File: config.mk
export PLATFORM = sky130hd
export DESIGN_NAME = category_limited_dispatch_queue
export DESIGN_NICKNAME = d
export VERILOG_FILES = /design/src/sv/cldq_pkg.sv /design/src/sv/cldq_cell.sv /design/src/sv/cldq_counters.sv /design/src/sv/category_limited_dispatch_queue.sv
export SDC_FILE = /design/constraint.sdc
export NUM_CORES = 1
export LEC_CHECK = 0
export ABC_AREA = 1
export BUFFER_PORTS_ARGS = -buffer_cell sky130_fd_sc_hd__buf_2
export CAP_MARGIN = 10
export CORE_MARGIN = 5
export CORE_UTILIZATION = 38
export DETAILED_ROUTE_END_ITERATION = 12
export GPL_TIMING_DRIVEN = 0
export PLACE_DENSITY_LB_ADDON = 0.2
export SYNTH_ARGS = -nofsm -noshare
export SYNTH_HDL_FRONTEND = slang
export SYNTH_SLANG_ARGS = --single-unit
File: constraint.sdc
create_clock -name clk -period 7.7 [get_ports clk]
set_clock_uncertainty 0.15 [all_clocks]
set_input_delay 1.155 -clock clk [delete_from_list [all_inputs] [get_ports clk]]
set_output_delay 1.155 -clock clk [all_outputs]
set_load 0.1 [all_outputs]
File: src/sv/cldq_pkg.sv
// Shared types, constants and helpers for the category limited dispatch queue.
// Used by cldq_cell, cldq_counters and category_limited_dispatch_queue.
package cldq_pkg;

    localparam int QUEUE_DEPTH    = 16;
    localparam int NUM_CATEGORIES = 8;
    localparam int TYPE_W         = 2;
    localparam int TAG_W          = 8;
    localparam int CAT_W          = 3;
    localparam int CNT_W          = 8;
    localparam int CAT_SPAN       = 1 << CAT_W;
    localparam logic [CNT_W-1:0] MAX_INFLIGHT_RESET = CNT_W'(4);

    typedef enum logic [TYPE_W-1:0] {
        REQ_ENQUEUE  = 2'd0,
        REQ_COMPLETE = 2'd1,
        REQ_CANCEL   = 2'd2
    } req_kind_t;

    typedef struct packed {
        logic [TYPE_W-1:0] req_type;
        logic [TAG_W-1:0]  request_tag;
        logic [CAT_W-1:0]  category_id;
    } in_word_t;

    typedef struct packed {
        logic             dispatch_valid;
        logic [TAG_W-1:0] dispatch_tag;
        logic [CAT_W-1:0] dispatch_category;
        logic             enqueue_dropped;
        logic             cancel_found;
    } out_word_t;

    // One queue slot as seen by its neighbors.
    typedef struct packed {
        logic             valid;
        logic [TAG_W-1:0] tag;
        logic [CAT_W-1:0] cat;
    } cldq_entry_t;

    // Search result rippling from the head of the queue toward the tail.
    typedef struct packed {
        logic             hit;
        logic [TAG_W-1:0] tag;
        logic [CAT_W-1:0] cat;
    } cldq_scan_t;

    // Broadcast control from the top level to every cell.
    typedef struct packed {
        logic                append;
        logic                dispatch_scan;
        logic                cancel_scan;
        logic [TAG_W-1:0]    tag;
        logic [CAT_W-1:0]    cat;
        logic [CAT_SPAN-1:0] elig;
    } cldq_ctrl_t;

    // Counter update requests.
    typedef struct packed {
        logic             dec;
        logic [CAT_W-1:0] dec_cat;
        logic             inc;
        logic [CAT_W-1:0] inc_cat;
    } cldq_cnt_ctrl_t;

    // True when a category code names an existing category.
    function automatic logic cat_ok(logic [CAT_W-1:0] c);
        return int'(c) < NUM_CATEGORIES;
    endfunction

endpackage

File: src/sv/cldq_cell.sv
// One slot of the wait queue: holds an entry, appends, searches and closes up.
// Depends on cldq_pkg.
module cldq_cell (
    input  logic                clk,
    input  logic                rst_n,
    input  cldq_pkg::cldq_ctrl_t  ctrl,
    input  logic                prev_valid,
    input  cldq_pkg::cldq_entry_t next_entry,
    input  cldq_pkg::cldq_scan_t  scan_in,
    output cldq_pkg::cldq_entry_t entry,
    output cldq_pkg::cldq_scan_t  scan_out
);
    import cldq_pkg::*;

    logic             valid_reg, valid_next;
    logic [TAG_W-1:0] tag_reg, tag_next;
    logic [CAT_W-1:0] cat_reg, cat_next;
    logic             self_hit;
    logic             shift;

    // This slot matches the current search.
    assign self_hit = valid_reg &&
                      ((ctrl.dispatch_scan && ctrl.elig[cat_reg]) ||
                       (ctrl.cancel_scan && (ctrl.tag == tag_reg)));

    // Slots at and after the first match take their right neighbor's entry.
    assign shift = scan_in.hit || self_hit;

    always_comb
    begin
        valid_next = valid_reg;
        tag_next   = tag_reg;
        cat_next   = cat_reg;
        if (ctrl.append && !valid_reg && prev_valid)
        begin
            valid_next = 1'b1;
            tag_next   = ctrl.tag;
            cat_next   = ctrl.cat;
        end
        else if (shift)
        begin
            valid_next = next_entry.valid;
            tag_next   = next_entry.tag;
            cat_next   = next_entry.cat;
        end
    end

    // The first match wins; later slots only pass it along.
    always_comb
    begin
        if (scan_in.hit)
        begin
            scan_out = scan_in;
        end
        else if (self_hit)
        begin
            scan_out.hit = 1'b1;
            scan_out.tag = tag_reg;
            scan_out.cat = cat_reg;
        end
        else
        begin
            scan_out = '0;
        end
    end

    always_ff @(posedge clk or negedge rst_n)
    begin
        if (!rst_n)
        begin
            valid_reg <= 1'b0;
        end
        else
        begin
            valid_reg <= valid_next;
        end
    end

    // Payload needs no reset: it is only read while valid.
    always_ff @(posedge clk)
    begin
        tag_reg <= tag_next;
        cat_reg <= cat_next;
    end

    assign entry.valid = valid_reg;
    assign entry.tag   = tag_reg;
    assign entry.cat   = cat_reg;

endmodule

File: src/sv/cldq_counters.sv
// Per-category in-flight counters and the eligibility mask derived from them.
// Depends on cldq_pkg.
module cldq_counters (
    input  logic                     clk,
    input  logic                     rst_n,
    input  cldq_pkg::cldq_cnt_ctrl_t cnt_ctrl,
    input  logic [cldq_pkg::CNT_W-1:0] max_inflight,
    output logic [cldq_pkg::CAT_SPAN-1:0] elig
);
    import cldq_pkg::*;

    logic [CNT_W-1:0] cnt_reg  [CAT_SPAN];
    logic [CNT_W-1:0] cnt_next [CAT_SPAN];

    for (genvar c = 0; c < CAT_SPAN; c++)
    begin : g_cnt
        logic dec_hit;
        logic inc_hit;

        // A completion at zero leaves the counter alone.
        assign dec_hit = cnt_ctrl.dec && (cnt_ctrl.dec_cat == CAT_W'(c)) &&
                         (cnt_reg[c] != '0);
        assign inc_hit = cnt_ctrl.inc && (cnt_ctrl.inc_cat == CAT_W'(c));

        always_comb
        begin
            cnt_next[c] = cnt_reg[c];
            if (inc_hit && !dec_hit)
            begin
                cnt_next[c] = cnt_reg[c] + CNT_W'(1);
            end
            else if (dec_hit && !inc_hit)
            begin
                cnt_next[c] = cnt_reg[c] - CNT_W'(1);
            end
        end

        always_ff @(posedge clk or negedge rst_n)
        begin
            if (!rst_n)
            begin
                cnt_reg[c] <= '0;
            end
            else
            begin
                cnt_reg[c] <= cnt_next[c];
            end
        end

        // A category may take one more dispatch while below the limit.
        assign elig[c] = cat_ok(CAT_W'(c)) && (cnt_reg[c] < max_inflight);
    end

endmodule

File: src/sv/category_limited_dispatch_queue.sv
// Top level of the category limited dispatch queue.
// Depends on cldq_pkg, cldq_cell and cldq_counters.
//
// Usage:
//   An input word (enqueue, completion or cancel) is taken at a rising edge
//   where start is high and busy is low. busy is high while the block is in
//   its search state, so no new word is taken until the last one is done.
//   At the accepting edge an enqueue is appended to the first free cell and a
//   completion decrements its category counter. In the following cycle the
//   search ripples once through the row of QUEUE_DEPTH cells: the oldest
//   eligible entry (dispatch) or the first tag match (cancel) is found, and
//   every cell from that point on takes its right neighbor's entry.
//   The result word appears on result with done high for exactly one cycle,
//   registered at the end of the search cycle; every word gives one result.
//   The receiver cannot stall, so nothing is held back. max_inflight is
//   written through cfg_we and cfg_data; the user must write it only while
//   the block is idle, which the block itself does not enforce. It resets
//   to 4.
//   Reset empties the queue, clears all in-flight counters and returns the
//   block to idle at once; no clearing pass is needed.
module category_limited_dispatch_queue (
    input  logic                       clk,
    input  logic                       rst_n,
    input  logic                       start,
    output logic                       busy,
    input  cldq_pkg::in_word_t         in_word,
    output logic                       done,
    output cldq_pkg::out_word_t        result,
    input  logic                       cfg_we,
    input  logic [cldq_pkg::CNT_W-1:0] cfg_data
);
    import cldq_pkg::*;

    typedef enum logic {
        ST_IDLE,
        ST_SCAN
    } state_t;

    state_t            state_reg;
    logic [TYPE_W-1:0] kind_reg;
    logic [TAG_W-1:0]  tag_reg;
    logic              dropped_reg;
    logic              done_reg;
    out_word_t         result_reg;
    logic [CNT_W-1:0]  max_reg;

    logic           accept;
    logic           dispatch_scan;
    logic           cancel_scan;
    logic           dropped;
    cldq_ctrl_t     ctrl;
    cldq_cnt_ctrl_t cnt_ctrl;
    logic [CAT_SPAN-1:0] elig;
    out_word_t      result_next;

    cldq_entry_t entries [QUEUE_DEPTH];
    cldq_scan_t  scans   [QUEUE_DEPTH+1];

    assign accept        = start && (state_reg == ST_IDLE);
    assign dispatch_scan = (state_reg == ST_SCAN) &&
                           ((kind_reg == REQ_ENQUEUE) || (kind_reg == REQ_COMPLETE));
    assign cancel_scan   = (state_reg == ST_SCAN) && (kind_reg == REQ_CANCEL);

    // An enqueue is dropped when the tail cell is taken or the category is unknown.
    assign dropped = (in_word.req_type == REQ_ENQUEUE) &&
                     (!cat_ok(in_word.category_id) || entries[QUEUE_DEPTH-1].valid);

    // Broadcast control for the row of cells.
    assign ctrl.append        = accept && (in_word.req_type == REQ_ENQUEUE) &&
                                cat_ok(in_word.category_id);
    assign ctrl.dispatch_scan = dispatch_scan;
    assign ctrl.cancel_scan   = cancel_scan;
    assign ctrl.tag           = accept ? in_word.request_tag : tag_reg;
    assign ctrl.cat           = in_word.category_id;
    assign ctrl.elig          = elig;

    // Counter updates: decrement on acceptance, increment on dispatch.
    assign cnt_ctrl.dec     = accept && (in_word.req_type == REQ_COMPLETE) &&
                              cat_ok(in_word.category_id);
    assign cnt_ctrl.dec_cat = in_word.category_id;
    assign cnt_ctrl.inc     = dispatch_scan && scans[QUEUE_DEPTH].hit;
    assign cnt_ctrl.inc_cat = scans[QUEUE_DEPTH].cat;

    cldq_counters u_counters (
        .clk          (clk),
        .rst_n        (rst_n),
        .cnt_ctrl     (cnt_ctrl),
        .max_inflight (max_reg),
        .elig         (elig)
    );

    // The row of cells; the head is cell 0.
    assign scans[0] = '0;

    for (genvar i = 0; i < QUEUE_DEPTH; i++)
    begin : g_cell
        logic        prev_valid;
        cldq_entry_t next_entry;

        if (i == 0)
        begin : g_head
            assign prev_valid = 1'b1;
        end
        else
        begin : g_body
            assign prev_valid = entries[i-1].valid;
        end

        if (i == QUEUE_DEPTH - 1)
        begin : g_tail
            assign next_entry = '0;
        end
        else
        begin : g_inner
            assign next_entry = entries[i+1];
        end

        cldq_cell u_cell (
            .clk        (clk),
            .rst_n      (rst_n),
            .ctrl       (ctrl),
            .prev_valid (prev_valid),
            .next_entry (next_entry),
            .scan_in    (scans[i]),
            .entry      (entries[i]),
            .scan_out   (scans[i+1])
        );
    end

    // Result word assembled from the end of the search chain.
    always_comb
    begin
        result_next                   = '0;
        result_next.dispatch_valid    = dispatch_scan && scans[QUEUE_DEPTH].hit;
        result_next.enqueue_dropped   = dropped_reg;
        result_next.cancel_found      = cancel_scan && scans[QUEUE_DEPTH].hit;
        if (dispatch_scan && scans[QUEUE_DEPTH].hit)
        begin
            result_next.dispatch_tag      = scans[QUEUE_DEPTH].tag;
            result_next.dispatch_category = scans[QUEUE_DEPTH].cat;
        end
    end

    // Sequencer, captured item and registered result.
    always_ff @(posedge clk or negedge rst_n)
    begin
        if (!rst_n)
        begin
            state_reg   <= ST_IDLE;
            kind_reg    <= '0;
            tag_reg     <= '0;
            dropped_reg <= 1'b0;
            done_reg    <= 1'b0;
            result_reg  <= '0;
        end
        else
        begin
            done_reg <= 1'b0;
            case (state_reg)
                ST_IDLE:
                begin
                    if (accept)
                    begin
                        kind_reg    <= in_word.req_type;
                        tag_reg     <= in_word.request_tag;
                        dropped_reg <= dropped;
                        state_reg   <= ST_SCAN;
                    end
                end
                ST_SCAN:
                begin
                    result_reg <= result_next;
                    done_reg   <= 1'b1;
                    state_reg  <= ST_IDLE;
                end
                default:
                begin
                    state_reg <= ST_IDLE;
                end
            endcase
        end
    end

    // Configuration register.
    always_ff @(posedge clk or negedge rst_n)
    begin
        if (!rst_n)
        begin
            max_reg <= MAX_INFLIGHT_RESET;
        end
        else if (cfg_we)
        begin
            max_reg <= cfg_data;
        end
    end

    assign busy   = (state_reg != ST_IDLE);
    assign done   = done_reg;
    assign result = result_reg;

endmodule
==> impl_metrics.prom, run 1 <==
# TYPE chip_impl_metric gauge
chip_impl_info{name="run_status",value="finished, final reports clean"} 1
chip_impl_metric{name="drtAntennaViolNets",unit=""} 0
chip_impl_info{name="root_buffer",value="clkbuf_16"} 1
chip_impl_info{name="synth_area_leaders",value="edfxtp_1 (26%), dfrtp_1 (14%), nand2_1 (13%), o21ai_0 (8.9%), ha_1 (7.1%)"} 1
chip_impl_metric{name="chipHeight",unit="um"} 240
chip_impl_metric{name="initial_antenna_violation_count",unit=""} 2
chip_impl_metric{name="avgViaCountPerCell",unit=""} 5.51
chip_impl_metric{name="floorplan.core_area",unit="um^2"} 52600
chip_impl_metric{name="syn2layout_area_growth",unit="%"} 11.9
chip_impl_metric{name="critical_path_peak_fanout",unit=""} 10
chip_impl_metric{name="routabilityCongestion",unit=""} 0.922
chip_impl_metric{name="pwr_density_cell",unit="nW/um^2"} 436
chip_impl_info{name="r2r_end",value="u_counters.cnt_reg[39]$_DFFE_PN0P_"} 1
chip_impl_metric{name="first_drt_iteration_drcs",unit=""} 1895
chip_impl_metric{name="grt_first_pass_wirelength",unit="um"} 107000
chip_impl_metric{name="global_route.usage.total",unit="%"} 23.9
chip_impl_metric{name="period_needed",unit="ns"} 7.22
chip_impl_metric{name="grt_max_degree",unit=""} 74
chip_impl_metric{name="intPower",unit="mW"} 5.20
chip_impl_metric{name="syn-instance-count",unit=""} 2664
chip_impl_metric{name="power.share.combinational",unit="%"} 48.5
chip_impl_metric{name="hold_slack",unit="ns"} 0.317
chip_impl_metric{name="drc",unit=""} 0
chip_impl_metric{name="num-nets-final",unit=""} 2891
chip_impl_metric{name="slowest_delay",unit="ns"} 0.96
chip_impl_metric{name="number_of_filler_cells_placed_in_the_layout",unit=""} 5342
chip_impl_metric{name="p_sw",unit="mW"} 4.64
chip_impl_metric{name="setup_viol_count_final",unit=""} 0
chip_impl_metric{name="netlist.area_leader.share",unit="%"} 26.2
chip_impl_metric{name="antenna_cells",unit=""} 0
chip_impl_metric{name="post-dp-hpwl",unit="um"} 51800
chip_impl_metric{name="slew_viol_final",unit=""} 0
chip_impl_metric{name="synth_area_per_cell",unit="um^2"} 7.58
chip_impl_metric{name="synth_area",unit="um^2"} 20200
chip_impl_metric{name="cellLeakagePower",unit="nW"} 10.3
chip_impl_metric{name="fin_area",unit="um^2"} 22600
chip_impl_info{name="critical_path.reg2reg.startpoint",value="busy$_DFF_PN0_"} 1
chip_impl_metric{name="via_count_of_the_routed_design",unit=""} 19100
chip_impl_metric{name="power_frac_seq",unit="%"} 32.8
chip_impl_info{name="endpoint_kind",value="flop"} 1
chip_impl_metric{name="timing.critical_path.arrival",unit="ns"} 7.49
chip_impl_metric{name="placed_cells_incl_taps",unit=""} 3391
chip_impl_metric{name="fin_cells",unit=""} 3457
chip_impl_metric{name="period_share",unit="%"} 93.8
chip_impl_metric{name="reg2reg_setup_slack",unit="ns"} 0.56
chip_impl_info{name="criticalPathCategory",value="input pin to flop"} 1
chip_impl_info{name="synth_largest_area_cell",value="edfxtp_1"} 1
chip_impl_metric{name="synth_enable_flop_cells",unit=""} 176
chip_impl_metric{name="worst_skew_pair.late_latency",unit="ns"} 0.56
chip_impl_info{name="tritoncts",value="done"} 1
chip_impl_metric{name="post_route_cells_drive_above_1_share",unit="%"} 6.36
chip_impl_metric{name="postSynthRegisterBits",unit=""} 291
chip_impl_metric{name="wirelength",unit="um"} 69800
chip_impl_metric{name="totalPowerFinal",unit="mW"} 9.84
chip_impl_metric{name="synthesis.yosys.warnings",unit=""} 0
chip_impl_metric{name="io_pins",unit=""} 41
chip_impl_metric{name="cts.repair_timing.setup_buffer_count",unit=""} 0
chip_impl_metric{name="portBuffers",unit=""} 38
chip_impl_metric{name="worstRegToRegCells",unit=""} 37
chip_impl_info{name="rsz0062_at_grt",value="yes"} 1
chip_impl_metric{name="die_area",unit="um^2"} 57800
chip_impl_metric{name="postPlaceCellArea",unit="um^2"} 21300
chip_impl_metric{name="required_time_at_the_endpoint_of_the_critical_path",unit="ns"} 7.97
chip_impl_metric{name="first_global_vias",unit=""} 18100
chip_impl_metric{name="clock_sinks",unit=""} 291
chip_impl_metric{name="die_width",unit="um"} 240
chip_impl_metric{name="finalWorstSetupSlack",unit="ns"} 0.476
chip_impl_metric{name="vdd_drop_max",unit="V"} 0.000286
chip_impl_info{name="hp-start",value="busy$_DFF_PN0_"} 1
chip_impl_metric{name="detailedPlace.worstSlack",unit="ns"} -0.182
chip_impl_info{name="holdPathEnd",value="done$_DFF_PN0_"} 1
chip_impl_metric{name="cts_made_buffers",unit=""} 36
chip_impl_metric{name="async_sr_flop_fraction",unit="%"} 39.5
chip_impl_info{name="ys.flop_type",value="edfxtp_1"} 1
chip_impl_metric{name="p_sw_share",unit="%"} 47.1
chip_impl_metric{name="synth.lib_cells_used.distinct",unit=""} 53
chip_impl_metric{name="grt_overflow",unit=""} 0
chip_impl_metric{name="slew-limit-headroom",unit="%"} 16.6
chip_impl_metric{name="final_hold_vios",unit=""} 0
chip_impl_metric{name="detail_route.wl_per_cell",unit="um"} 20.2
chip_impl_metric{name="htree_num_levels",unit=""} 2
chip_impl_metric{name="hold_path_cell_cnt",unit=""} 0
chip_impl_metric{name="synth_fp_nets",unit=""} 2812
chip_impl_metric{name="ctsLongestPathBuffers",unit=""} 3
chip_impl_metric{name="yosysSeqAreaShare",unit="%"} 40.4
chip_impl_info{name="critical_path.startpoint_type",value="input pin"} 1
chip_impl_info{name="worst_path_max_delay_cell",value="clkdlybuf4s15_1"} 1
chip_impl_metric{name="first_pass_drt_iterations",unit=""} 6
chip_impl_metric{name="path_clk_slew",unit="ns"} 0.06
chip_impl_metric{name="max_clock_freq",unit="GHz"} 0.138
chip_impl_info{name="min_path_type",value="flop to flop"} 1
chip_impl_metric{name="initial_utilization",unit="%"} 38.4
chip_impl_metric{name="largest_register_ffs",unit=""} 128
chip_impl_metric{name="core.rowCount",unit=""} 84
chip_impl_metric{name="worst_slew_pin_slew",unit="ns"} 1.25
chip_impl_metric{name="timing.max_cap.violations",unit=""} 0
chip_impl_info{name="cpMostUsedCell",value="nor2_1"} 1
chip_impl_metric{name="share_clk_of_total_power",unit="%"} 18.8
==> layout by cell type, fill, tap and decap left out, types with 4 or more instances in the layout <==
cell type | synthesis | final
a21oi_1 | 112 | 112
o21bai_1 | 10 | 10
o31ai_1 | 19 | 19
clkinv_2 | 0 | 6
nand3_1 | 114 | 114
bufinv_16 | 0 | 5
clkbuf_8 | 0 | 6
nor2_1 | 217 | 216
ha_1 | 115 | 115
a211oi_1 | 8 | 8
nand2_2 | 9 | 14
o211ai_1 | 31 | 31
o21a_1 | 8 | 8
a221oi_1 | 4 | 4
nand4_1 | 21 | 21
fa_1 | 8 | 8
nor4_1 | 16 | 16
nand2_1 | 705 | 700
xnor2_1 | 23 | 23
dfrtp_1 | 114 | 114
nor3_1 | 42 | 42
buf_6 | 4 | 5
o21ai_0 | 359 | 359
edfxtp_1 | 176 | 176
clkbuf_16 | 0 | 38
buf_2 | 17 | 55
o21ai_1 | 5 | 5
inv_1 | 316 | 315
clkinv_1 | 3 | 4
o22ai_1 | 36 | 36
clkbuf_1 | 71 | 70
inv_4 | 1 | 5
xor2_1 | 50 | 50
inv_2 | 10 | 11
==> cell families (layout without fill, tap and decap cells) <==
logic type,count (synthesis),count (layout),synth area share (%)
xor gates and xnor gates,73,73,3.17
AOI/OAI and AO/OA,608,608,16.7
buffers and inverters,425,530,8.21
DFF,291,291,40.4
adders and majority gates,123,123,7.92
and+or+nand+nor,1144,1144,23.6
==> power groups by stage <==
stage | clock [mW] | sequential, mW | combinational, mW
after floorplan | 0 | 3.26 | 3.18
after global placement | 0 | 3.21 | 4.52
after detailed placement | 0 | 3.24 | 4.67
after CTS | 1.86 | 3.21 | 4.69
after global routing | 1.92 | 3.31 | 5.36
final | 1.85 | 3.22 | 4.77
==> cells in the mapped netlist (4+ instances only) <==
library cell and instances:
nand2_1 705, o21ai_0 359, inv_1 316, nor2_1 217
edfxtp_1 176, ha_1 115, dfrtp_1 114, nand3_1 114
a21oi_1 112, clkbuf_1 71, xor2_1 50, nor3_1 42
o22ai_1 36, o211ai_1 31, xnor2_1 23, nand4_1 21
o31ai_1 19, buf_2 17, nor4_1 16, inv_2 10
o21bai_1 10, nand2_2 9, a211oi_1 8, fa_1 8
o21a_1 8, o21ai_1 5, a221oi_1 4, buf_6 4
==> stage by stage <==
stage	utilization, %	TNS (ns)
finish	43.0	0
global route	43.0	-0.00997
CTS	42.9	0
detailed placement	40.5	-0.182
global placement	40.4	-0.0386
floorplan	-	0
==> critical path, delay by kind of cell <==
kind                     cells  cell delay, ns
XOR/XNOR                     1            0.14
AO/OA/AOI/OAI                3            0.54
AND/OR/NAND/NOR             23            2.55
buffers and inverters        9            2.46
adder cells (fa/ha/maj)      2            0.60
==> worst max path at each step <==
stage	start	endpoint	slack (ns)	cells past startpoint
final	start	u_counters.cnt_reg[39]$_DFFE_PN0P_	0.48	38
after global routing	busy$_DFF_PN0_	u_counters.cnt_reg[39]$_DFFE_PN0P_	-0.01	37
after CTS	max_reg[2]$_DFFE_PN1P_	u_counters.cnt_reg[39]$_DFFE_PN0P_	0.21	44
after detailed placement	start	u_counters.cnt_reg[39]$_DFFE_PN0P_	-0.18	39
after global placement	start	u_counters.cnt_reg[39]$_DFFE_PN0P_	-0.04	39
after floorplan	start	u_counters.cnt_reg[63]$_DFFE_PN0P_	2.03	41
==> metal layers <==
| metal | share of wire (%) | track usage [%] | up-vias | wire [um] |
|---|---|---|---|---|
| met2 | 45 | 37.7 | 808 | 31300 |
| met4 | 3.4 | 8.39 | 0 | 2370 |
| li1 | - | - | 9097 | - |
| met3 | 8.2 | 3.95 | 135 | 5740 |
| met1 | 44 | 33.4 | 9020 | 30400 |
| met5 | 0 | 0 | - | 0 |
==> area by class of cell <==
class | count | area [um^2] | area share, %
repair buffers | 41 | 244 | 1.08
clock inverters | 17 | 216 | 0.958
multi-input cells | 1948 | 10400 | 46.0
clock buffers | 47 | 1040 | 4.62
well taps | 688 | 861 | 3.81
plain buffers | 95 | 425 | 1.88
flip-flops and latches | 291 | 8160 | 36.1
inverters | 330 | 1240 | 5.49
==> what timing repair did <==
action	in CTS	in global routing
hold buffers	0	0
setup endpoints to repair	0	14
gates resized for setup	0	20
No activity file was read; power rests on OpenSTA's default activity.
==> inputs of run 2 (changes only) <==
--- a/config.mk
+++ b/config.mk
@@ -5,7 +5,6 @@
 export SDC_FILE = /design/constraint.sdc
 export NUM_CORES = 1
 export LEC_CHECK = 0
-export ABC_AREA = 1
 export BUFFER_PORTS_ARGS = -buffer_cell sky130_fd_sc_hd__buf_2
 export CAP_MARGIN = 10
 export CORE_MARGIN = 5
==> run 2 against run 1 <==
Net effect: via count down 4.1%; critical path depth shrank 12; core utilization shrank 0.20 points; die area increased by 1.3%; fmax fell by 3.9%; clock power decreased by 4%; non-clock buffer count is 21 higher; worst hold slack better by 0.012 ns; synthesized area rose by 1.3%; routed wire length is 11% higher; first-iteration DRC count is 8.3% lower; setup slack worse by 0.29 ns; critical path type is now flop to flop.
==> impl_metrics.prom, run 2 <==
# TYPE chip_impl_metric gauge
chip_impl_info{name="run_status",value="finished, final reports clean"} 1
chip_impl_info{name="endpoint_kind",value="flop"} 1
chip_impl_metric{name="p_sw",unit="mW"} 5.47
chip_impl_metric{name="synthesis.yosys.warnings",unit=""} 0
chip_impl_metric{name="postSynthRegisterBits",unit=""} 291
chip_impl_metric{name="initial_antenna_violation_count",unit=""} 1
chip_impl_metric{name="slew_viol_final",unit=""} 0
chip_impl_metric{name="yosysSeqAreaShare",unit="%"} 39.9
chip_impl_info{name="layout.cells.most_common",value="nand2_1"} 1
chip_impl_metric{name="grt_first_pass_wirelength",unit="um"} 114000
chip_impl_metric{name="final_hold_vios",unit=""} 0
chip_impl_metric{name="detail_route.wl_per_cell",unit="um"} 25.5
chip_impl_metric{name="post-dp-hpwl",unit="um"} 59000
chip_impl_metric{name="share_clk_of_total_power",unit="%"} 15.6
chip_impl_metric{name="placed_cells_incl_taps",unit=""} 2956
chip_impl_metric{name="critical_path_peak_fanout",unit=""} 10
chip_impl_metric{name="avgViaCountPerCell",unit=""} 6.04
chip_impl_metric{name="vdd_drop_max",unit="V"} 0.000305
chip_impl_metric{name="floorplan.core_area",unit="um^2"} 53600
chip_impl_metric{name="via_count_of_the_routed_design",unit=""} 18300
chip_impl_metric{name="routabilityCongestion",unit=""} 1.00
chip_impl_metric{name="num-nets-final",unit=""} 2450
chip_impl_info{name="synth.top_cells.by_count",value="nand2_1 (337), o21ai_0 (256), edfxtp_1 (176), xnor2_1 (130), ha_1 (115)"} 1
chip_impl_metric{name="final_core_utilization",unit="%"} 42.8
chip_impl_info{name="synthMostInstantiatedCell",value="nand2_1"} 1
chip_impl_metric{name="max_clock_freq",unit="GHz"} 0.133
chip_impl_metric{name="io_pins",unit=""} 41
chip_impl_info{name="synth_area_leaders",value="edfxtp_1 (26%), dfrtp_1 (14%), ha_1 (7.0%), o21ai_0 (6.3%), nand2_1 (6.2%)"} 1
chip_impl_info{name="ys.flop_type",value="edfxtp_1"} 1
chip_impl_metric{name="drtAntennaViolNets",unit=""} 0
chip_impl_metric{name="required_time_at_the_endpoint_of_the_critical_path",unit="ns"} 7.98
chip_impl_metric{name="wirelength",unit="um"} 77300
chip_impl_metric{name="hold_slack",unit="ns"} 0.329
chip_impl_info{name="worst_setup_path_startpoint",value="busy$_DFF_PN0_"} 1
chip_impl_metric{name="timing.max_cap.violations",unit=""} 0
chip_impl_metric{name="initial_utilization",unit="%"} 38.2
chip_impl_metric{name="path_clk_slew",unit="ns"} 0.06
chip_impl_info{name="critical_path.reg2reg.startpoint",value="busy$_DFF_PN0_"} 1
chip_impl_metric{name="pwr_density_cell",unit="nW/um^2"} 498
chip_impl_metric{name="synth_enable_flop_cells",unit=""} 176
chip_impl_metric{name="intPower",unit="mW"} 5.96
chip_impl_metric{name="syn-instance-count",unit=""} 2221
chip_impl_metric{name="period_share",unit="%"} 97.6
chip_impl_metric{name="slew-limit-headroom",unit="%"} 29.5
chip_impl_metric{name="grt_max_degree",unit=""} 71
chip_impl_metric{name="syn2layout_area_growth",unit="%"} 12.2
chip_impl_info{name="critical_path.startpoint_type",value="flop"} 1
chip_impl_info{name="top_library_cells_by_usage_in_the_layout_fill_and_taps_aside",value="nand2_1 (336), o21ai_0 (254), edfxtp_1 (176)"} 1
chip_impl_metric{name="p_sw_share",unit="%"} 47.8
chip_impl_metric{name="die_area",unit="um^2"} 58600
chip_impl_info{name="criticalPathCategory",value="flop to flop"} 1
chip_impl_metric{name="largest_register_ffs",unit=""} 128
chip_impl_metric{name="postCtsHoldBufs",unit=""} 0
chip_impl_metric{name="htree_num_levels",unit=""} 2
chip_impl_info{name="synth_largest_area_cell",value="edfxtp_1"} 1
chip_impl_metric{name="fin_cells",unit=""} 3028
chip_impl_metric{name="power_frac_seq",unit="%"} 32.1
chip_impl_metric{name="synth_area_per_cell",unit="um^2"} 9.21
chip_impl_info{name="root_buffer",value="clkbuf_16"} 1
chip_impl_metric{name="clock_sinks",unit=""} 291
chip_impl_metric{name="synth_area",unit="um^2"} 20500
chip_impl_metric{name="first_global_vias",unit=""} 17900
chip_impl_metric{name="core.rowCount",unit=""} 85
chip_impl_info{name="rsz0062_at_grt",value="yes"} 1
chip_impl_metric{name="worst_skew_pair.late_latency",unit="ns"} 0.58
chip_impl_metric{name="chipHeight",unit="um"} 242
chip_impl_metric{name="portBuffers",unit=""} 38
chip_impl_info{name="hp-start",value="result[13]$_DFFE_PN0P_"} 1
chip_impl_metric{name="worst_slew_pin_slew",unit="ns"} 1.06
chip_impl_metric{name="setup_viol_count_final",unit=""} 0
chip_impl_metric{name="first_pass_drt_iterations",unit=""} 5
chip_impl_metric{name="netlist.area_leader.share",unit="%"} 25.8
chip_impl_metric{name="totalPowerFinal",unit="mW"} 11.4
chip_impl_metric{name="timing.critical_path.arrival",unit="ns"} 7.80
chip_impl_metric{name="async_sr_flop_fraction",unit="%"} 39.5
chip_impl_metric{name="global_route.usage.total",unit="%"} 25.3
chip_impl_metric{name="ctsLongestPathBuffers",unit=""} 3
chip_impl_metric{name="post_route_cells_drive_above_1_share",unit="%"} 9.61
chip_impl_metric{name="period_needed",unit="ns"} 7.52
chip_impl_metric{name="cellLeakagePower",unit="nW"} 9.38
chip_impl_metric{name="drc",unit=""} 0
chip_impl_info{name="tritoncts",value="done"} 1
chip_impl_metric{name="first_drt_iteration_drcs",unit=""} 1738
chip_impl_metric{name="synth.lib_cells_used.distinct",unit=""} 100
chip_impl_metric{name="grt_overflow",unit=""} 0
chip_impl_metric{name="die_width",unit="um"} 242
chip_impl_metric{name="cts_made_buffers",unit=""} 37
chip_impl_metric{name="power.share.combinational",unit="%"} 52.3
chip_impl_metric{name="synth_fp_nets",unit=""} 2369
chip_impl_info{name="min_path_type",value="flop to flop"} 1
run 2: cell count changes after synthesis, sizes merged, moves of 19 or more:
cell,delta
nand2b,+19
xnor2,+107
nand3,-51
nor2,-113
a211oi,+23
nand2,-379
o21ai,-94
inv,-230
mux2i,+29
a21o,+26
run 2: stage by stage:
| stage | setup TNS [ns] | worst slack [ns] | cell area, um^2 |
|---|---|---|---|
| floorplan | 0 | 1.64 | 20500 |
| global placement | -3.74 | -0.695 | 21500 |
| detailed placement | -4.60 | -0.749 | 21600 |
| CTS | 0 | 0.0253 | 22800 |
| global route | -0.0537 | -0.0380 | 22900 |
| finish | 0 | 0.185 | 22900 |
run 2: worst max-delay path: stages, from the launching register on:
cell	delay [ns]
dfrtp_1	0.73
nand2b_4	0.26
clkbuf_1	0.49
clkbuf_2	0.41
a21oi_1	0.08
nor4_1	0.48
nand4_1	0.30
o211ai_1	0.40
nor2_2	0.15
a2111oi_0	0.42
nor4_1	0.14
o221a_1	0.30
a311oi_2	0.30
nand2_1	0.19
nor3_1	0.44
ha_1	0.28
inv_1	0.15
ha_1	0.31
a21o_1	0.18
a21oi_1	0.21
o21bai_1	0.10
a21oi_1	0.25
o21bai_1	0.09
a21oi_1	0.20
xnor2_1	0.14
nor2_1	0.06
xor2_1	0.14
run 2: layer usage:
metal,part of all wire (%),routed length [um],GRT usage (%)
met5,0,0,0
met4,3.7,2850,8.95
met3,8.0,6180,5.15
met2,46,35600,41.5
met1,42,32700,33.4
run 2: timing repair:
| item | in CTS | in global routing |
|---|---|---|
| endpoints found under the setup margin | 13 | 19 |
| buffers inserted | 0 | 3 |
| pin swaps | 0 | 2 |
| resized for setup | 10 | 38 |
run 2: final timing paths:
| path | end | slack, ns | depth (start not counted) |
|---|---|---|---|
| worst max-delay path | u_counters.cnt_reg[55]$_DFFE_PN0P_ | 0.18 | 26 |
| worst min-delay path | result[13]$_DFFE_PN0P_ | 0.33 | 1 |
| worst max register to register | u_counters.cnt_reg[55]$_DFFE_PN0P_ | 0.18 | 26 |
| worst min register to register | result[13]$_DFFE_PN0P_ | 0.33 | 1 |
| max in group asynchronous | g_cell[0].u_cell.valid_reg$_DFFE_PN0P_ | 6.23 | 2 |
| min in group asynchronous | u_counters.cnt_reg[20]$_DFFE_PN0P_ | 0.39 | 1 |
run 2: kinds of logic (layout without fill, tap and decap cells):
kind of cell,count (synthesis),after routing,synth area share (%)
xor gates and xnor gates,186,186,7.96
DFF,291,291,39.9
other,0,2,0
buffers and inverters,212,321,4.17
and+or+nand+nor,720,720,16.7
AOI/OAI and AO/OA,638,638,19.9
adders and majority gates,123,123,7.82
muxes,51,51,3.60
run 2: layout make-up:
| type | count | area (um^2) |
|---|---|---|
| buffer | 115 | 500 |
| multi-input combinational | 1718 | 11600 |
| antenna | 2 | 5.00 |
| timing repair buffer | 42 | 246 |
| fill | 5242 | 30700 |
| clock buffer | 55 | 1090 |
| clock inverter | 12 | 123 |
| tap | 696 | 871 |
| inverter | 97 | 368 |
| sequential | 291 | 8160 |
run 2: power by group through the flow:
stage / clock (mW) / sequential, mW / combinational (mW)
final: 1.78 / 3.67 / 5.98
after global routing: 1.87 / 3.73 / 6.53
after CTS: 1.80 / 3.64 / 5.83
after detailed placement: 0 / 3.66 / 5.75
after global placement: 0 / 3.65 / 5.62
after floorplan: 0 / 3.44 / 4.03
